$ cat src/rtl/core/dcm_pkg.sv
// Shared constants, codes and types of the depth colour map block.
package dcm_pkg;

   localparam int SAMPLE_BITS   = 24;
   localparam int QUOT_BITS     = 8;
   localparam int COLOUR_BITS   = 24;
   localparam int MODE_BITS     = 2;
   localparam int SEL_BITS      = 3;
   localparam int CSR_DATA_BITS = 32;
   localparam int CSR_ADDR_BITS = 4;
   localparam int REG_IDX_BITS  = 2;

   localparam logic [MODE_BITS-1:0] MODE_RAINBOW = 2'd0;
   localparam logic [MODE_BITS-1:0] MODE_GREY    = 2'd2;

   localparam logic [REG_IDX_BITS-1:0] REG_MODE       = 2'd0;
   localparam logic [REG_IDX_BITS-1:0] REG_RANGE_LOW  = 2'd1;
   localparam logic [REG_IDX_BITS-1:0] REG_RANGE_HIGH = 2'd2;
   localparam logic [REG_IDX_BITS-1:0] REG_SAFETY     = 2'd3;

   // colour select codes carried down the divider chain
   localparam logic [SEL_BITS-1:0] SEL_WHITE = 3'd0;
   localparam logic [SEL_BITS-1:0] SEL_RED   = 3'd1;
   localparam logic [SEL_BITS-1:0] SEL_SEG0  = 3'd2;
   localparam logic [SEL_BITS-1:0] SEL_SEG1  = 3'd3;
   localparam logic [SEL_BITS-1:0] SEL_SEG2  = 3'd4;
   localparam logic [SEL_BITS-1:0] SEL_SEG3  = 3'd5;
   localparam logic [SEL_BITS-1:0] SEL_GREY  = 3'd6;

   localparam logic [QUOT_BITS-1:0]   CHAN_MAX   = 8'd255;
   localparam logic [QUOT_BITS-1:0]   CHAN_ZERO  = 8'd0;
   localparam logic [COLOUR_BITS-1:0] WHITE      = 24'hFFFFFF;
   localparam logic [COLOUR_BITS-1:0] SAFETY_RED = {8'd240, 8'd20, 8'd20};

   localparam logic [MODE_BITS-1:0]   MODE_RESET       = MODE_RAINBOW;
   localparam logic [SAMPLE_BITS-1:0] RANGE_LOW_RESET  = '0;
   localparam logic [SAMPLE_BITS-1:0] RANGE_HIGH_RESET = SAMPLE_BITS'(256);
   localparam logic [SAMPLE_BITS-1:0] SAFETY_RESET     = '0;

   typedef logic signed [SAMPLE_BITS-1:0] sample_type;

   typedef struct packed {
      sample_type           low;
      sample_type           high;
      sample_type           safety;
      logic [MODE_BITS-1:0] mode;
   } cfg_type;

   typedef struct packed {
      logic [SEL_BITS-1:0] sel;
      logic                empty;
   } ctl_type;

   typedef struct packed {
      logic [SAMPLE_BITS-1:0] rem;
      logic [QUOT_BITS-1:0]   low;
      logic [QUOT_BITS-1:0]   quot;
      logic [SAMPLE_BITS-1:0] den;
      ctl_type                ctl;
   } cell_type;

endpackage

$ cat src/rtl/core/dcm_front.sv
// Front stages: clamp, segment select and dividend setup for the divider chain.
module dcm_front (
   input  logic                      clock,
   input  logic                      reset,
   input  dcm_pkg::cfg_type          cfg,
   input  logic                      in_valid,
   output logic                      in_ready,
   input  dcm_pkg::sample_type       in_sample,
   output logic                      out_valid,
   input  logic                      out_ready,
   output dcm_pkg::cell_type         out_data
);

   localparam int SB = dcm_pkg::SAMPLE_BITS;
   localparam int QB = dcm_pkg::QUOT_BITS;

   logic                v1_ff, v1_in, v2_ff, v2_in, v3_ff, v3_in;
   logic                adv1, adv2, adv3;
   dcm_pkg::sample_type vcl_ff, vcl_in;
   logic                red_ff, red_in;
   logic [SB-1:0]       num_ff, num_in;
   dcm_pkg::ctl_type    ctl_ff, ctl_in;
   dcm_pkg::cell_type   cell_ff, cell_in;

   logic [SB:0]         diff;
   logic [SB-1:0]       dv, d;
   logic [SB+1:0]       d4, dv_x1, dv_x2, dv_x3, dv_x4;
   logic [SB+1:0]       t_seg1, t_seg2, t_seg3;
   logic                empty, ramp;
   logic [SB+QB-1:0]    dividend;

   assign adv3     = !v3_ff || out_ready;
   assign adv2     = !v2_ff || adv3;
   assign adv1     = !v1_ff || adv2;
   assign in_ready = adv1;

   assign v1_in = adv1 ? in_valid : v1_ff;
   assign v2_in = adv2 ? v1_ff : v2_ff;
   assign v3_in = adv3 ? v2_ff : v3_ff;

   // stage 1: clamp to the range, compare with the safety depth
   always_comb begin
      priority if (in_sample < cfg.low) begin
         vcl_in = cfg.low;
      end else if (in_sample > cfg.high) begin
         vcl_in = cfg.high;
      end else begin
         vcl_in = in_sample;
      end
      red_in = in_sample > cfg.safety;
   end

   // stage 2: position in the range picks the segment and the numerator
   assign diff   = {cfg.high[SB-1], cfg.high} - {cfg.low[SB-1], cfg.low};
   assign dv     = diff[SB-1:0];
   assign empty  = !(cfg.high > cfg.low);
   assign ramp   = (cfg.mode == dcm_pkg::MODE_RAINBOW) || (cfg.mode == dcm_pkg::MODE_GREY);
   assign d      = vcl_ff - cfg.low;
   assign d4     = {d, 2'b00};
   assign dv_x1  = {2'b00, dv};
   assign dv_x2  = {1'b0, dv, 1'b0};
   assign dv_x3  = dv_x1 + dv_x2;
   assign dv_x4  = {dv, 2'b00};
   assign t_seg1 = dv_x2 - d4;
   assign t_seg2 = d4 - dv_x2;
   assign t_seg3 = dv_x4 - d4;

   always_comb begin
      num_in       = '0;
      ctl_in.empty = 1'b0;
      ctl_in.sel   = dcm_pkg::SEL_WHITE;
      priority if (!ramp) begin
         ctl_in.sel = red_ff ? dcm_pkg::SEL_RED : dcm_pkg::SEL_WHITE;
      end else if (empty) begin
         ctl_in.empty = 1'b1;
      end else if (cfg.mode == dcm_pkg::MODE_GREY) begin
         ctl_in.sel = dcm_pkg::SEL_GREY;
         // at or past a quarter of the range the grey level saturates
         num_in     = (d4 < dv_x1) ? d4[SB-1:0] : dv;
      end else if (d4 < dv_x1) begin
         ctl_in.sel = dcm_pkg::SEL_SEG0;
         num_in     = d4[SB-1:0];
      end else if (d4 < dv_x2) begin
         ctl_in.sel = dcm_pkg::SEL_SEG1;
         num_in     = t_seg1[SB-1:0];
      end else if (d4 < dv_x3) begin
         ctl_in.sel = dcm_pkg::SEL_SEG2;
         num_in     = t_seg2[SB-1:0];
      end else begin
         ctl_in.sel = dcm_pkg::SEL_SEG3;
         num_in     = t_seg3[SB-1:0];
      end
   end

   // stage 3: dividend = num * 255, split into the head remainder and the low bits
   assign dividend = {num_ff, {QB{1'b0}}} - {{QB{1'b0}}, num_ff};

   always_comb begin
      cell_in.rem  = dividend[SB+QB-1:QB];
      cell_in.low  = dividend[QB-1:0];
      cell_in.quot = '0;
      cell_in.den  = dv;
      cell_in.ctl  = ctl_ff;
   end

   always_ff @(posedge clock) begin
      if (reset) begin
         v1_ff <= 1'b0;
         v2_ff <= 1'b0;
         v3_ff <= 1'b0;
      end else begin
         v1_ff <= v1_in;
         v2_ff <= v2_in;
         v3_ff <= v3_in;
      end
   end

   always_ff @(posedge clock) begin
      if (adv1) begin
         vcl_ff <= vcl_in;
         red_ff <= red_in;
      end
      if (adv2) begin
         num_ff <= num_in;
         ctl_ff <= ctl_in;
      end
      if (adv3) begin
         cell_ff <= cell_in;
      end
   end

   assign out_valid = v3_ff;
   assign out_data  = cell_ff;

endmodule

$ cat src/rtl/core/dcm_div_cell.sv
// One restoring divider cell: retires one quotient bit per transaction.
module dcm_div_cell (
   input  logic              clock,
   input  logic              reset,
   input  logic              in_valid,
   output logic              in_ready,
   input  dcm_pkg::cell_type in_data,
   output logic              out_valid,
   input  logic              out_ready,
   output dcm_pkg::cell_type out_data
);

   localparam int SB = dcm_pkg::SAMPLE_BITS;
   localparam int QB = dcm_pkg::QUOT_BITS;

   logic              valid_ff, valid_in;
   logic              adv;
   dcm_pkg::cell_type data_ff, data_in;
   logic [SB+1:0]     trial;
   logic              fits;

   assign adv      = !valid_ff || out_ready;
   assign in_ready = adv;
   assign valid_in = adv ? in_valid : valid_ff;

   // shift in the next dividend bit and try to subtract the divisor
   assign trial = {1'b0, in_data.rem, in_data.low[QB-1]} - {2'b00, in_data.den};
   assign fits  = !trial[SB+1];

   always_comb begin
      data_in      = in_data;
      data_in.rem  = fits ? trial[SB-1:0] : {in_data.rem[SB-2:0], in_data.low[QB-1]};
      data_in.low  = {in_data.low[QB-2:0], 1'b0};
      data_in.quot = {in_data.quot[QB-2:0], fits};
   end

   always_ff @(posedge clock) begin
      if (reset) begin
         valid_ff <= 1'b0;
      end else begin
         valid_ff <= valid_in;
      end
   end

   always_ff @(posedge clock) begin
      if (adv) begin
         data_ff <= data_in;
      end
   end

   assign out_valid = valid_ff;
   assign out_data  = data_ff;

endmodule

$ cat src/rtl/core/dcm_pack.sv
// Output register: places the quotient into the selected colour channel.
module dcm_pack (
   input  logic                                clock,
   input  logic                                reset,
   input  logic                                in_valid,
   output logic                                in_ready,
   input  dcm_pkg::cell_type                   in_data,
   output logic                                rsp_valid,
   input  logic                                rsp_ready,
   output logic [dcm_pkg::COLOUR_BITS-1:0]     rsp_colour,
   output logic                                rsp_empty_range
);

   logic                               valid_ff, valid_in;
   logic                               adv;
   logic [dcm_pkg::COLOUR_BITS-1:0]    colour_ff, colour_in;
   logic                               empty_ff;
   logic [dcm_pkg::QUOT_BITS-1:0]      q;

   assign adv      = !valid_ff || rsp_ready;
   assign in_ready = adv;
   assign valid_in = adv ? in_valid : valid_ff;
   assign q        = in_data.quot;

   always_comb begin
      unique case (in_data.ctl.sel)
         dcm_pkg::SEL_RED:  colour_in = dcm_pkg::SAFETY_RED;
         dcm_pkg::SEL_SEG0: colour_in = {dcm_pkg::CHAN_ZERO, q, dcm_pkg::CHAN_MAX};
         dcm_pkg::SEL_SEG1: colour_in = {dcm_pkg::CHAN_ZERO, dcm_pkg::CHAN_MAX, q};
         dcm_pkg::SEL_SEG2: colour_in = {q, dcm_pkg::CHAN_MAX, dcm_pkg::CHAN_ZERO};
         dcm_pkg::SEL_SEG3: colour_in = {dcm_pkg::CHAN_MAX, q, dcm_pkg::CHAN_ZERO};
         dcm_pkg::SEL_GREY: colour_in = {q, q, q};
         default:           colour_in = dcm_pkg::WHITE;
      endcase
   end

   always_ff @(posedge clock) begin
      if (reset) begin
         valid_ff <= 1'b0;
      end else begin
         valid_ff <= valid_in;
      end
   end

   always_ff @(posedge clock) begin
      if (adv) begin
         colour_ff <= colour_in;
         empty_ff  <= in_data.ctl.empty;
      end
   end

   assign rsp_valid       = valid_ff;
   assign rsp_colour      = colour_ff;
   assign rsp_empty_range = empty_ff;

endmodule

$ cat src/rtl/core/depth_colour_map.sv
// Top level of the depth colour map: register file, front stages, divider chain, output.
//
//   channel  | direction | transaction moves
//   ---------+-----------+---------------------------------------------------
//   req_*    | in        | one depth sample (signed, 8 fraction bits)
//   rsp_*    | out       | packed RGB colour and the empty range flag
//   APB      | in/out    | one register write or read (mode, range, safety)
//
// Throughput is one transaction per clock unless the output stalls; a sample passes
// three front stages, eight divider cells (one quotient bit each) and output register.
// Every stage holds its own valid bit and advances whenever the stage after it
// is empty or moving, so bubbles close up and a stalled result does not stop
// intake while earlier stages have room. Reset is synchronous and clears the
// valid bits and the registers to their defaults.
module depth_colour_map (
   input  logic                                  clock,
   input  logic                                  reset,
   input  logic                                  req_valid,
   output logic                                  req_ready,
   input  logic signed [dcm_pkg::SAMPLE_BITS-1:0] req_depth_sample,
   output logic                                  rsp_valid,
   input  logic                                  rsp_ready,
   output logic [dcm_pkg::COLOUR_BITS-1:0]       rsp_colour,
   output logic                                  rsp_empty_range,
   input  logic                                  psel,
   input  logic                                  penable,
   input  logic                                  pwrite,
   input  logic [dcm_pkg::CSR_ADDR_BITS-1:0]     paddr,
   input  logic [dcm_pkg::CSR_DATA_BITS-1:0]     pwdata,
   output logic [dcm_pkg::CSR_DATA_BITS-1:0]     prdata,
   output logic                                  pready
);

   localparam int SB = dcm_pkg::SAMPLE_BITS;
   localparam int QB = dcm_pkg::QUOT_BITS;
   localparam int DW = dcm_pkg::CSR_DATA_BITS;

   // ---------------------------------------------------------------------
   // Register file. Writes land on the access cycle; reads are combinational.
   // ---------------------------------------------------------------------
   logic [dcm_pkg::MODE_BITS-1:0]    mode_ff, mode_in;
   dcm_pkg::sample_type              low_ff, low_in;
   dcm_pkg::sample_type              high_ff, high_in;
   dcm_pkg::sample_type              safety_ff, safety_in;
   logic                             wr_en;
   logic [dcm_pkg::REG_IDX_BITS-1:0] reg_idx;
   dcm_pkg::cfg_type                 cfg;

   assign pready  = 1'b1;
   assign wr_en   = psel && penable && pwrite;
   assign reg_idx = paddr[dcm_pkg::CSR_ADDR_BITS-1:2];

   always_comb begin
      mode_in   = mode_ff;
      low_in    = low_ff;
      high_in   = high_ff;
      safety_in = safety_ff;
      if (wr_en) begin
         unique case (reg_idx)
            dcm_pkg::REG_MODE:       mode_in   = pwdata[dcm_pkg::MODE_BITS-1:0];
            dcm_pkg::REG_RANGE_LOW:  low_in    = pwdata[SB-1:0];
            dcm_pkg::REG_RANGE_HIGH: high_in   = pwdata[SB-1:0];
            dcm_pkg::REG_SAFETY:     safety_in = pwdata[SB-1:0];
         endcase
      end
   end

   always_ff @(posedge clock) begin
      if (reset) begin
         mode_ff   <= dcm_pkg::MODE_RESET;
         low_ff    <= dcm_pkg::RANGE_LOW_RESET;
         high_ff   <= dcm_pkg::RANGE_HIGH_RESET;
         safety_ff <= dcm_pkg::SAFETY_RESET;
      end else begin
         mode_ff   <= mode_in;
         low_ff    <= low_in;
         high_ff   <= high_in;
         safety_ff <= safety_in;
      end
   end

   // read back: signed registers sign extended to the bus width
   always_comb begin
      unique case (reg_idx)
         dcm_pkg::REG_MODE:       prdata = DW'(mode_ff);
         dcm_pkg::REG_RANGE_LOW:  prdata = DW'(low_ff);
         dcm_pkg::REG_RANGE_HIGH: prdata = DW'(high_ff);
         dcm_pkg::REG_SAFETY:     prdata = DW'(safety_ff);
      endcase
   end

   // user must not change registers in flight (unenforced); front stages read them live
   assign cfg.low    = low_ff;
   assign cfg.high   = high_ff;
   assign cfg.safety = safety_ff;
   assign cfg.mode   = mode_ff;

   // ---------------------------------------------------------------------
   // Front stages: clamp, pick segment, build dividend num * 255.
   // ---------------------------------------------------------------------
   logic              chain_valid [QB+1];
   logic              chain_ready [QB+1];
   dcm_pkg::cell_type chain_data  [QB+1];

   dcm_front u_front (
      .clock     (clock),
      .reset     (reset),
      .cfg       (cfg),
      .in_valid  (req_valid),
      .in_ready  (req_ready),
      .in_sample (req_depth_sample),
      .out_valid (chain_valid[0]),
      .out_ready (chain_ready[0]),
      .out_data  (chain_data[0])
   );

   // ---------------------------------------------------------------------
   // Divider chain: each cell retires one quotient bit, MSB first, so the
   // channel value (num * 255) / range comes out of the last cell.
   // ---------------------------------------------------------------------
   for (genvar i = 0; i < QB; i++) begin : g_cell
      dcm_div_cell u_cell (
         .clock     (clock),
         .reset     (reset),
         .in_valid  (chain_valid[i]),
         .in_ready  (chain_ready[i]),
         .in_data   (chain_data[i]),
         .out_valid (chain_valid[i+1]),
         .out_ready (chain_ready[i+1]),
         .out_data  (chain_data[i+1])
      );
   end

   // ---------------------------------------------------------------------
   // Output register: place the quotient into the selected channel.
   // ---------------------------------------------------------------------
   dcm_pack u_pack (
      .clock           (clock),
      .reset           (reset),
      .in_valid        (chain_valid[QB]),
      .in_ready        (chain_ready[QB]),
      .in_data         (chain_data[QB]),
      .rsp_valid       (rsp_valid),
      .rsp_ready       (rsp_ready),
      .rsp_colour      (rsp_colour),
      .rsp_empty_range (rsp_empty_range)
   );

   // ---------------------------------------------------------------------
   // Assertions
   // ---------------------------------------------------------------------

   // an empty range always shows white
   a_empty_white : assert property (@(posedge clock) disable iff (reset)
      rsp_valid && rsp_empty_range |-> rsp_colour == dcm_pkg::WHITE)
      else $error("empty range result is not white");

   // the flag comes up only in the ramp modes
   a_empty_mode : assert property (@(posedge clock) disable iff (reset)
      rsp_valid && rsp_empty_range |->
         (mode_ff == dcm_pkg::MODE_RAINBOW) || (mode_ff == dcm_pkg::MODE_GREY))
      else $error("empty range flag outside a ramp mode");

   // two colour modes give only red or white
   a_two_colour : assert property (@(posedge clock) disable iff (reset)
      rsp_valid && (mode_ff != dcm_pkg::MODE_RAINBOW) && (mode_ff != dcm_pkg::MODE_GREY) |->
         (rsp_colour == dcm_pkg::WHITE) || (rsp_colour == dcm_pkg::SAFETY_RED))
      else $error("two colour mode produced another colour");

   // every rainbow colour has one channel at full scale
   a_rainbow_full : assert property (@(posedge clock) disable iff (reset)
      rsp_valid && (mode_ff == dcm_pkg::MODE_RAINBOW) |->
         (rsp_colour[23:16] == dcm_pkg::CHAN_MAX) || (rsp_colour[15:8] == dcm_pkg::CHAN_MAX) ||
         (rsp_colour[7:0] == dcm_pkg::CHAN_MAX))
      else $error("rainbow colour without a full channel");

endmodule

$ cat config.mk
export PLATFORM = sky130hd
export DESIGN_NAME = depth_colour_map
export DESIGN_NICKNAME = d
export VERILOG_FILES = /design/src/rtl/core/dcm_pkg.sv /design/src/rtl/core/dcm_front.sv /design/src/rtl/core/dcm_div_cell.sv /design/src/rtl/core/dcm_pack.sv /design/src/rtl/core/depth_colour_map.sv
export SDC_FILE = /design/constraint.sdc
export NUM_CORES = 2
export LEC_CHECK = 0
export BUFFER_PORTS_ARGS = -buffer_cell sky130_fd_sc_hd__buf_2
export CELL_PAD_IN_SITES_DETAIL_PLACEMENT = 1
export CELL_PAD_IN_SITES_GLOBAL_PLACEMENT = 1
export CORE_UTILIZATION = 56
export DETAILED_ROUTE_END_ITERATION = 12
export PLACE_DENSITY = 0.95
export REMOVE_ABC_BUFFERS = 1
export SYNTH_ARGS = -nofsm -noshare
export SYNTH_HDL_FRONTEND = slang
export SYNTH_HIERARCHICAL = 1
export SYNTH_SLANG_ARGS = --single-unit
$ cat constraint.sdc
create_clock -name clock -period 87 [get_ports clock]
set_input_delay 17.4 -clock clock [delete_from_list [all_inputs] [get_ports clock]]
set_output_delay 17.4 -clock clock [all_outputs]
set_load 0.1 [all_outputs]
==> PnR_summary.wiki <==
{| class="wikitable"
! Metric !! Value
|-
| Cell family with most CP delay || buffers and inverters
|-
| Worst path bufs/invs || 8
|-
| Total Die Area || 87540 um^2
|-
| Router iterations before antenna repair || 6
|-
| Iteration-0 DRC count of the detailed router || between 2000 and 3000
|-
| Final number of max-transition violations || 0
|-
| # hold bufs at CTS || 0
|-
| Hold Crit Class || reg -> reg
|-
| Kind of critical path || in -> out
|-
| Setup Viol. Count Final || 0
|-
| Avg WL per Cell || between 20 and 30 um
|-
| Hpwl dp || 104.6 mm
|-
| Count of pins on the block boundary || 127
|-
| Std-Cell Core Area || ~85000 um^2
|-
| Max-slew headroom at the worst pin || 12.10%
|-
| Largest net degree at the start of global routing || 112
|-
| Pleak || 21.32 nW
|-
| Number of global-route vias before repair || 41775
|-
| Highest-count cells in the layout ignoring fill and taps || 570 x sky130_fd_sc_hd__edfxtp_1, 434 x sky130_fd_sc_hd__ha_1, 403 x sky130_fd_sc_hd__inv_1
|-
| Final Skew || 52.87 ps
|-
| Routed Antenna Nets || 0
|-
| Worst-Skew Late Latency || 660 ps
|-
| Placed standard-cell area || 48370 um^2
|-
| Post-layout min period || 40920 ps
|-
| Clock root buffer || sky130_fd_sc_hd__clkbuf_16
|-
| All-layer global routing usage || roughly 34%
|-
| Clock Pin Slew Worst Setup and Hold Paths || 60 ps
|-
| Crit path max fanout || 62
|-
| Cell-by-cell listing of the critical path || buf_2 > nand2b_1 > buf_4 > nand2b_1 > nand2b_2 > nand2b_2 > nand2b_2 > nand2b_2 > buf_4 > nand2b_2 > buf_4 > nand2b_2 > buf_4 > nand2b_2 > buf_4 > nor2b_1 > and2_1 > nand2_1 > buf_4 > buf_2
|-
| Run status || finished clean
|-
| Post-CTS Setup Inserts || 0
|-
| Die Span X || 295.9 um
|-
| Unrepaired setup endpoints after global routing || no
|-
| Worst hold stages || 0
|-
| Row count || 107
|-
| Post-Layout Inst Area || 50760 um^2
|-
| Total power after layout || 2.125 mW
|-
| Cell depth of the worst setup path || 20
|-
| FMAX || 24.44 MHz
|-
| Fraction of final layout cells with drive strength greater than 1 || between 10% and 20%
|-
| Aggregate routed wire length || 150.0 mm
|-
| Mean number of vias per cell || approximately 6.6
|-
| H-Tree Depth || 3
|-
| Number of clock sinks seen by CTS || approximately 660
|-
| Overflow after GRT || 0
|-
| Slew at the pin closest to its max-slew limit || 1285 ps
|-
| Layout Nets || 5104
|-
| Initial antenna violation count || 5
|-
| Final-report hold violation count || 0
|-
| MaxCap Viol Count || 0
|-
| Final sum of negative setup slack || 0 ps
|-
| Number of gates resized after cts || 0
|-
| Worst Path Arrival || 23520 ps
|-
| Buffer depth of the longest clock path || 3
|-
| Most frequent cell on the critical path || sky130_fd_sc_hd__nand2b_2
|-
| Data required time at the worst endpoint || 69600 ps
|-
| Worst Reg2Reg Path Length in Cells || 33
|-
| Synthesized netlist cell count || 4579
|-
| Quantity of I/O buffers inserted on ports || 115
|-
| Startpoint type of the worst setup path || input port
|-
| Wire length of the first global-routing pass || 234.5 mm
|-
| Average size of a mapped cell || 10.56 um^2
|-
| Residual DRC count || 0
|-
| Synth-to-Final Area Change || 4.957%
|-
| Initial core utilization || between 50% and 60%
|-
| Crit share post-route || 47.04%
|-
| Mapped Area || roughly 48000 um^2
|-
| CTS tree || built
|-
| Power per cell area || 41.86 nW/um^2
|-
| Yosys Warn Count || 6
|-
| Vertical extent of the die || 295.9 um
|-
| Most common library cell in the layout ignoring fill and taps || sky130_fd_sc_hd__edfxtp_1
|-
| Critical path capture point type || primary output
|-
| Vias post-DR || around 38000
|-
| IR Drop Worst-Case VDD || between 0.00003 and 0.00004 V
|-
| Critical-path top delay cell || sky130_fd_sc_hd__nand2b_1
|-
| Worst path max stage delay || 640 ps
|-
| Clock buffer count from CTS || 74
|-
| Routability-driven placement congestion ratio || 0.9439
|}
## final cells by class
class,count,area (um^2)
flip-flops and latches,656,18840
diodes,4,10.01
fillers,9176,34660
repair buffers,157,893.4
clock buffers,93,2026
inverters,412,1551
clock inverters,42,351.6
well taps,1144,1431
multi-input cells,3289,25660
## registers in the layout, indices dropped and copies added, names as in the netlist
register / flops
g_cell.u_cell/out_data: 432
g_cell.u_cell/out_valid: 8
high_ff: 24
low_ff: 24
mode_ff: 2
safety_ff: 24
u_front/cell_in: 4
u_front/num_ff: 24
u_front/out_data: 60
u_front/out_valid: 1
u_front/red_ff: 1
u_front/v1_ff: 1
u_front/v2_ff: 1
u_front/vcl_ff: 24
u_pack/rsp_colour: 24
u_pack/rsp_empty_range: 1
u_pack/rsp_valid: 1
## worst reg2reg max path, delay by kind of cell, from the launching register on
| family | cells | cell delay [ps] |
|---|---|---|
| compound gates | 18 | 4320 |
| mux | 1 | 340 |
| xor+xnor | 2 | 810 |
| flops | 1 | 490 |
| buf+inv | 4 | 1020 |
| simple gates | 4 | 530 |
| fa+ha+maj | 4 | 1570 |
## power by group
group / switching, mW / total [mW] / internal (mW) / leakage [nW]
clock network: 0.138 / 0.311 / 0.173 / 1.15
registers: 0.0625 / 0.557 / 0.494 / 7.01
logic: 0.727 / 1.26 / 0.530 / 13.2
total: 0.927 / 2.12 / 1.20 / 21.3
## per-stage QoR
stage | cells | util, % | hold slack [ps] | worst slack (ps)
after global placement | 5658 | 56.63 | 401.6 | 46580
after detailed placement | 5658 | 56.63 | 405.6 | 46170
after floorplan | 4357 | - | 400.3 | 37810
final | 5797 | 59.43 | 410.0 | 46080
after CTS | 5793 | 59.41 | 405.8 | 46030
after global routing | 5794 | 59.42 | 423.8 | 45730
## final timing paths
path / slack, ps / endpoint / start
setup / recovery: 46080 / req_ready / rsp_ready
hold / removal: 410 / g_cell[5].u_cell/out_data[30] / g_cell[4].u_cell/out_data[29]
setup reg to reg: 77750 / u_front/num_ff[11] / low_ff[0]
hold reg to reg: 410 / g_cell[5].u_cell/out_data[30] / g_cell[4].u_cell/out_data[29]
## per-layer routing
| layer | routed length (um) | share of wire (%) | GRT usage, % |
|---|---|---|---|
| met1 | 52770 | 35 | 34.98 |
| met2 | 77550 | 52 | 62.49 |
| met3 | 8580 | 5.7 | 6.183 |
| met4 | 11060 | 7.4 | 23.87 |
| met5 | 27 | 0.018 | 0 |
(Power assumes the default switching activity.)
